`config.mk`:
```
export PLATFORM = sky130hd
export DESIGN_NAME = set_and_run_countdown_timer_top
export DESIGN_NICKNAME = d
export VERILOG_FILES = /design/src/rtl/core/sarct_pkg.sv /design/src/rtl/core/set_and_run_countdown_timer_top.sv /design/src/rtl/core/sarct_scale.sv /design/src/rtl/core/sarct_step.sv
export SDC_FILE = /design/constraint.sdc
export NUM_CORES = 1
export LEC_CHECK = 0
export BUFFER_PORTS_ARGS = -buffer_cell sky130_fd_sc_hd__clkbuf_2
export CORE_UTILIZATION = 62
export DETAILED_ROUTE_END_ITERATION = 7
export PLACE_DENSITY = 0.8
export SLEW_MARGIN = 20
export SYNTH_ARGS = -nofsm -noshare
export SYNTH_HDL_FRONTEND = slang
export SYNTH_SLANG_ARGS = --single-unit
```
`constraint.sdc`:
```
create_clock -name clk -period 8.9 [get_ports clk]
set_clock_uncertainty 0.15 [all_clocks]
set_input_delay 2.67 -clock clk [delete_from_list [all_inputs] [get_ports clk]]
set_output_delay 2.67 -clock clk [all_outputs]
set_load 0.005 [all_outputs]
```
`src/rtl/core/sarct_pkg.sv`:
```
// Types and constants shared by the countdown timer modules.
`timescale 1ns / 1ps

package sarct_pkg;

    localparam int KNOB_W = 12;
    localparam int TIME_W = 6;
    localparam int MODE_W = 2;
    localparam int PROD_W = 18;

    localparam logic [KNOB_W-1:0] JITTER_RESET = 12'd50;
    localparam logic [PROD_W-1:0] KNOB_SCALE   = 18'd60;
    localparam logic [12:0]       MIN_DIVISOR  = 13'd4095;
    localparam logic [7:0]        SEC_LIMIT    = 8'd60;
    localparam logic [TIME_W-1:0] SEC_WRAP     = 6'd59;

    typedef enum logic [MODE_W-1:0] {
        MODE_SET_MIN = 2'd0,
        MODE_SET_SEC = 2'd1,
        MODE_RUN     = 2'd2
    } mode_t;

    typedef struct packed {
        mode_t             mode;
        logic [TIME_W-1:0] minutes;
        logic [TIME_W-1:0] seconds;
        logic              running;
        logic              prev_button;
        logic [KNOB_W-1:0] prev_knob;
    } state_t;

endpackage

```
`src/rtl/core/set_and_run_countdown_timer_top.sv`:
```
// Top level of the minute/second countdown timer.
//
//  channel | signals                                   | dir | beat
//  --------+-------------------------------------------+-----+-------------------------
//  in      | in_valid, in_ready, button_level, knob_sample | in  | one one-second tick
//  out     | out_valid, out_ready, minutes_left ...      | out | one result per tick
//  cfg     | cfg_valid, cfg_ready, cfg_data            | in  | jitter threshold write
//
// A tick beat lands in an input register, is processed by the step logic and lands
// in the result register; one beat a cycle while out_ready does not stall the output.
// The input register keeps accepting while a result waits, up to one held beat.
// cfg is always ready; reset sets threshold 50 and clears valid flags, mode and time.
`timescale 1ns / 1ps

module set_and_run_countdown_timer_top (
    input  logic                         clk,
    input  logic                         rst_n,
    input  logic                         in_valid,
    output logic                         in_ready,
    input  logic                         button_level,
    input  logic [sarct_pkg::KNOB_W-1:0] knob_sample,
    output logic                         out_valid,
    input  logic                         out_ready,
    output logic [sarct_pkg::TIME_W-1:0] minutes_left,
    output logic [sarct_pkg::TIME_W-1:0] seconds_left,
    output logic [sarct_pkg::MODE_W-1:0] timer_mode,
    output logic                         counting,
    output logic                         display_update,
    input  logic                         cfg_valid,
    output logic                         cfg_ready,
    input  logic [sarct_pkg::KNOB_W-1:0] cfg_data
);
    import sarct_pkg::*;

    logic              hold_valid_reg;
    logic              hold_button_reg;
    logic [KNOB_W-1:0] hold_knob_reg;
    logic [KNOB_W-1:0] jitter_reg;
    state_t            state_reg;
    state_t            state_next;
    logic              upd_next;
    logic              out_valid_reg;
    logic [TIME_W-1:0] minutes_reg;
    logic [TIME_W-1:0] seconds_reg;
    logic [MODE_W-1:0] mode_reg;
    logic              counting_reg;
    logic              update_reg;
    logic [TIME_W-1:0] knob_minutes;
    logic [TIME_W-1:0] knob_seconds;
    logic              advance;

    assign advance   = hold_valid_reg & (~out_valid_reg | out_ready);
    assign in_ready  = ~hold_valid_reg | advance;
    assign cfg_ready = 1'b1;

    sarct_scale u_scale (
        .knob         (hold_knob_reg),
        .knob_minutes (knob_minutes),
        .knob_seconds (knob_seconds)
    );

    sarct_step u_step (
        .cur          (state_reg),
        .button       (hold_button_reg),
        .knob         (hold_knob_reg),
        .jitter       (jitter_reg),
        .knob_minutes (knob_minutes),
        .knob_seconds (knob_seconds),
        .nxt          (state_next),
        .upd          (upd_next)
    );

    // input register
    always_ff @(posedge clk or negedge rst_n)
    begin
        if (!rst_n)
        begin
            hold_valid_reg <= 1'b0;
        end
        else if (in_ready)
        begin
            hold_valid_reg <= in_valid;
        end
    end

    always_ff @(posedge clk)
    begin
        if (in_valid && in_ready)
        begin
            hold_button_reg <= button_level;
            hold_knob_reg   <= knob_sample;
        end
    end

    always_ff @(posedge clk or negedge rst_n)
    begin
        if (!rst_n)
        begin
            jitter_reg <= JITTER_RESET;
        end
        else if (cfg_valid && cfg_ready)
        begin
            jitter_reg <= cfg_data;
        end
    end

    always_ff @(posedge clk or negedge rst_n)
    begin
        if (!rst_n)
        begin
            state_reg.mode        <= MODE_SET_MIN;
            state_reg.minutes     <= '0;
            state_reg.seconds     <= '0;
            state_reg.running     <= 1'b0;
            state_reg.prev_button <= 1'b1;
            state_reg.prev_knob   <= '0;
        end
        else if (advance)
        begin
            state_reg <= state_next;
        end
    end

    // result register
    always_ff @(posedge clk or negedge rst_n)
    begin
        if (!rst_n)
        begin
            out_valid_reg <= 1'b0;
        end
        else if (advance)
        begin
            out_valid_reg <= 1'b1;
        end
        else if (out_ready)
        begin
            out_valid_reg <= 1'b0;
        end
    end

    always_ff @(posedge clk)
    begin
        if (advance)
        begin
            minutes_reg  <= state_next.minutes;
            seconds_reg  <= state_next.seconds;
            mode_reg     <= state_next.mode;
            counting_reg <= state_next.running;
            update_reg   <= upd_next;
        end
    end

    assign out_valid      = out_valid_reg;
    assign minutes_left   = minutes_reg;
    assign seconds_left   = seconds_reg;
    assign timer_mode     = mode_reg;
    assign counting       = counting_reg;
    assign display_update = update_reg;

    a_run_mode: assert property (@(posedge clk) disable iff (!rst_n)
        state_reg.running |-> state_reg.mode == MODE_RUN)
        else $error("count active outside running mode");

    a_time_range: assert property (@(posedge clk) disable iff (!rst_n)
        state_reg.minutes <= TIME_W'(SEC_LIMIT) && state_reg.seconds <= TIME_W'(SEC_LIMIT))
        else $error("time value above sixty");

    a_result_loaded: assert property (@(posedge clk) disable iff (!rst_n)
        advance |=> out_valid_reg)
        else $error("processed beat did not reach the result register");

    a_hold_stalled: assert property (@(posedge clk) disable iff (!rst_n)
        hold_valid_reg && !advance |=> hold_valid_reg && $stable(hold_knob_reg))
        else $error("held tick lost while stalled");

endmodule

```
`src/rtl/core/sarct_scale.sv`:
```
// Knob sample scaling into minutes (x60/4095) and saturated seconds (x60/1024).
`timescale 1ns / 1ps

module sarct_scale (
    input  logic [sarct_pkg::KNOB_W-1:0] knob,
    output logic [sarct_pkg::TIME_W-1:0] knob_minutes,
    output logic [sarct_pkg::TIME_W-1:0] knob_seconds
);
    import sarct_pkg::*;

    logic [PROD_W-1:0] prod;
    logic [TIME_W-1:0] quot_lo;
    logic [12:0]       rem;
    logic [7:0]        sec_raw;

    // x/4095 is x/4096 or one more; the remainder decides
    assign prod     = PROD_W'(knob) * KNOB_SCALE;
    assign quot_lo  = prod[PROD_W-1:12];
    assign rem      = {1'b0, prod[11:0]} + 13'(quot_lo);
    assign knob_minutes = quot_lo + TIME_W'(rem >= MIN_DIVISOR);

    assign sec_raw  = prod[PROD_W-1:10];
    assign knob_seconds = (sec_raw > SEC_LIMIT) ? TIME_W'(SEC_LIMIT) : sec_raw[TIME_W-1:0];

endmodule

```
`src/rtl/core/sarct_step.sv`:
```
// Per-tick state update: button, knob, then countdown.
`timescale 1ns / 1ps

module sarct_step (
    input  sarct_pkg::state_t            cur,
    input  logic                         button,
    input  logic [sarct_pkg::KNOB_W-1:0] knob,
    input  logic [sarct_pkg::KNOB_W-1:0] jitter,
    input  logic [sarct_pkg::TIME_W-1:0] knob_minutes,
    input  logic [sarct_pkg::TIME_W-1:0] knob_seconds,
    output sarct_pkg::state_t            nxt,
    output logic                         upd
);
    import sarct_pkg::*;

    logic              press;
    logic [KNOB_W-1:0] diff;

    assign press = button & ~cur.prev_button;
    assign diff  = (knob >= cur.prev_knob) ? (knob - cur.prev_knob) : (cur.prev_knob - knob);

    always_comb
    begin
        nxt = cur;
        upd = 1'b0;

        if (press)
        begin
            unique case (cur.mode)
                MODE_SET_MIN: nxt.mode = MODE_SET_SEC;
                MODE_SET_SEC:
                begin
                    nxt.mode    = MODE_RUN;
                    nxt.running = 1'b1;
                end
                default: nxt.running = ~cur.running;
            endcase
            upd = 1'b1;
        end

        if (diff > jitter)
        begin
            unique case (nxt.mode)
                MODE_SET_MIN: nxt.minutes = knob_minutes;
                MODE_SET_SEC: nxt.seconds = knob_seconds;
                default: ;
            endcase
            nxt.prev_knob = knob;
            upd = 1'b1;
        end

        if (nxt.running)
        begin
            priority if (nxt.seconds != '0)
            begin
                nxt.seconds = nxt.seconds - TIME_W'(1);
            end
            else if (nxt.minutes != '0)
            begin
                nxt.minutes = nxt.minutes - TIME_W'(1);
                nxt.seconds = SEC_WRAP;
            end
            else
            begin
                nxt.running = 1'b0;
                nxt.mode    = MODE_SET_MIN;
            end
            upd = 1'b1;
        end

        nxt.prev_button = button;
    end

endmodule

```
==> impl_metrics.ini <==
[place]
dp_cells = 839
gp_congestion = 0.970
io_buffers = 47
hpwl_mm = 11.0

[global_route]
grt_start_max_net_pins = 43
grt_pass1_wl_mm = 24.0
grt_pass1_vias = 5011
grt_usage_pct = 29.9
antenna_found_initial = 0
overflow = 0

[yosys]
synth_ff_type = dfrtp_1
post_synth_num_cell_types = 80
synth_area_leader_cell = dfrtp_1
seq_area_frac_synth_pct = 30.8
yosysMostFrequentCell = inv_1
synth_area_um2 = 6250
ys_seq_elements = 71
synth_area_leaders = dfrtp_1 15%, edfxtp_1 14%, ha_1 13%
synthTopCellsByCount = 77 x inv_1, 67 x nand2_1, 64 x ha_1
synth_nets = 796
synth-edff-count = 29
netlist_instances = 678
yosys_warnings = 0
async_flop_share_pct = 59.2
synth.avg_cell_area_um2 = 9.23
netlist.area_leader.share_pct = 15.2

[power]
swShare_pct = 47.1
p_sw_mw = 1.11
power_leakage_nw = 3.15
clock_power_share_pct = 12.1
pwr-share-comb_pct = 65.6
seqPwrFrac_pct = 22.3
ir_drop_uv = 181
pwr_density_cell_nw_per_um2 = 345
internal_power_mw = 1.24

[min_path]
min_from = state_reg[12]
hp-class = flop to flop

[clock_tree]
cts_hold_buffers = 0
cts_max_level = 3
clk_latency_ns = 0.37
clk_pin_slew_worst_paths_ns = 0.08
cts_sinks = 71
cts_made_buffers = 9
cts_buffer_depth = 2
cts-root-buf = clkbuf_8
cts_tree = built

[cells_and_area]
antenna_cells = 0
regArea_um2 = 1930
area_growth_pct = 8.66
fillCellCount = 795
final_layout_size_suffix_gt1_share_pct = 12.7
final_cell_count_no_fill = 855
multiInputGateArea_um2 = 3930
nNetsFinal = 835
largest_reg_flops = 28

[setup_path]
start_kind = flop
crit_path_end_kind = flop
crit_required_ns = 8.86
crit_start = hold_knob_reg[10]
cpPeakStageDelay_ns = 0.53
critPathKind = flop to flop
crit_slowest_cell = edfxtp_1
cp.arrival_ns = 8.09
critPathMaxFanout = 13
worstReg2RegStart = hold_knob_reg[10]
crit_top_cell = ha_1

[drt]
drc = 0
dr.pass1.iters = 5
drt_wl_total_mm = 14.4
viasPerCell = 6.07
drtIter0Drc = 375
wl_per_cell_um = 16.8
vias = 5189
ant_nets = 0

[sta]
slew_viol_final = 0
hold_ws_ns = 0.344
worst_pin_slew_ns = 1.08
finalSetupTns_ns = 0
setup_violations = 0
period_minus_slack_ns = 8.13
clock.fmax_mhz = 123
fin_crit_sh_pct = 91.3
finalHoldViolCount = 0
relSlewSlack_pct = 28.2
grt_setup_unrepaired = no

[floorplanning]
die_x_um = 102
rows = 36
die-area_um2 = 10500
start_util_pct = 64.0
core_area_um2 = 9770
pin_count = 49
die_h_um = 102

[outcome]
outcome = finished clean

[job]
drv_cap = 0
[cell usage in the layout, fill, tap and decap left out, drive strengths merged, types with 4 or more instances in the layout]
cell / n
nor3: 13
or3: 4
a221o: 5
ha: 64
mux2i: 13
and2: 9
nand4: 7
a21oi: 31
nand3: 14
a21o: 20
nor2b: 8
xnor2: 14
clkbuf: 59
a211oi: 10
o21a: 7
a31oi: 12
a211o: 4
o211ai: 7
o21ai: 47
dfrtp: 38
buf: 4
o31ai: 4
nand2: 67
edfxtp: 29
nor2: 27
fa: 24
o22ai: 5
dfstp: 4
inv: 79
mux2: 8
nand2b: 11
xor2: 10
o21bai: 5
[metal layers]
layer	global-route usage, %	vias up	wire length, um
li1	-	2502	-
met1	41.8	2498	6890
met2	47.2	179	6450
met3	6.98	10	899
met4	6.48	0	129
met5	0	-	0
[worst paths after layout]
check / endpoint / slack, ns / cells past startpoint
worst max-delay path: seconds_left[4] / 0.77 / 29
worst min-delay path: state_reg[12] / 0.34 / 2
worst max register to register: seconds_left[4] / 0.77 / 29
worst min register to register: state_reg[12] / 0.34 / 2
max in group asynchronous: state_reg[21] / 5.97 / 2
min in group asynchronous: jitter_reg[3] / 2.22 / 2
[timing repair]
action                                  4_1_cts  5_1_grt
setup buffers                                 0        0
resized for setup                             0        1
endpoints found under the setup margin        0        7
[through the flow]
| step | instance area (um^2) | setup WS, ns | utilization, % | power (mW) |
|---|---|---|---|---|
| 6_report | 6800 | 0.773 | 69.5 | 2.34 |
| 5_1_grt | 6800 | 0.148 | 69.5 | 2.55 |
| 4_1_cts | 6790 | 0.651 | 69.5 | 2.32 |
| 3_5_place_dp | 6590 | 0.675 | 67.4 | 2.03 |
| 3_3_place_gp | 6590 | 0.963 | 67.4 | 1.97 |
| 2_1_floorplan | 6250 | 1.96 | - | 1.65 |
[critical path, delay by kind of cell, from the launching register on]
family | cells | cell delay, ns
compound gates | 6 | 1.30
xor+xnor | 1 | 0.18
fa+ha+maj | 8 | 2.70
buf+inv | 5 | 0.56
flops | 1 | 0.53
mux | 1 | 0.23
simple gates | 8 | 2.21
[kinds of logic (layout without fill, tap and decap cells)]
| family | after synthesis | after routing | share of synthesized area, % |
|---|---|---|---|
| xor gates and xnor gates | 24 | 24 | 3.36 |
| adders and majority gates | 88 | 88 | 20.5 |
| other | 1 | 1 | 0.0600 |
| AOI/OAI and AO/OA | 191 | 191 | 21.0 |
| buffers and inverters | 103 | 147 | 6.48 |
| muxes | 21 | 21 | 3.58 |
| and+or+nand+nor | 179 | 179 | 14.2 |
| DFF | 71 | 71 | 30.8 |
[layout make-up]
class                      instances  share of cell area (%)
clock buffer                      12                    1.99
clock inverter                     4                    1.03
inverter                          80                    4.42
multi-input combinational        504                    57.9
sequential                        71                    28.4
tap                              133                    2.45
timing repair buffer              51                    3.90
[power by group through the flow]
stage	clock network (mW)	logic, mW	registers (mW)
after global placement	0	1.45	0.524
after detailed placement	0	1.50	0.527
final	0.283	1.54	0.524
after floorplan	0	1.14	0.511
after CTS	0.289	1.51	0.522
after global routing	0.305	1.71	0.534
Power figures use the tool's default switching activity.
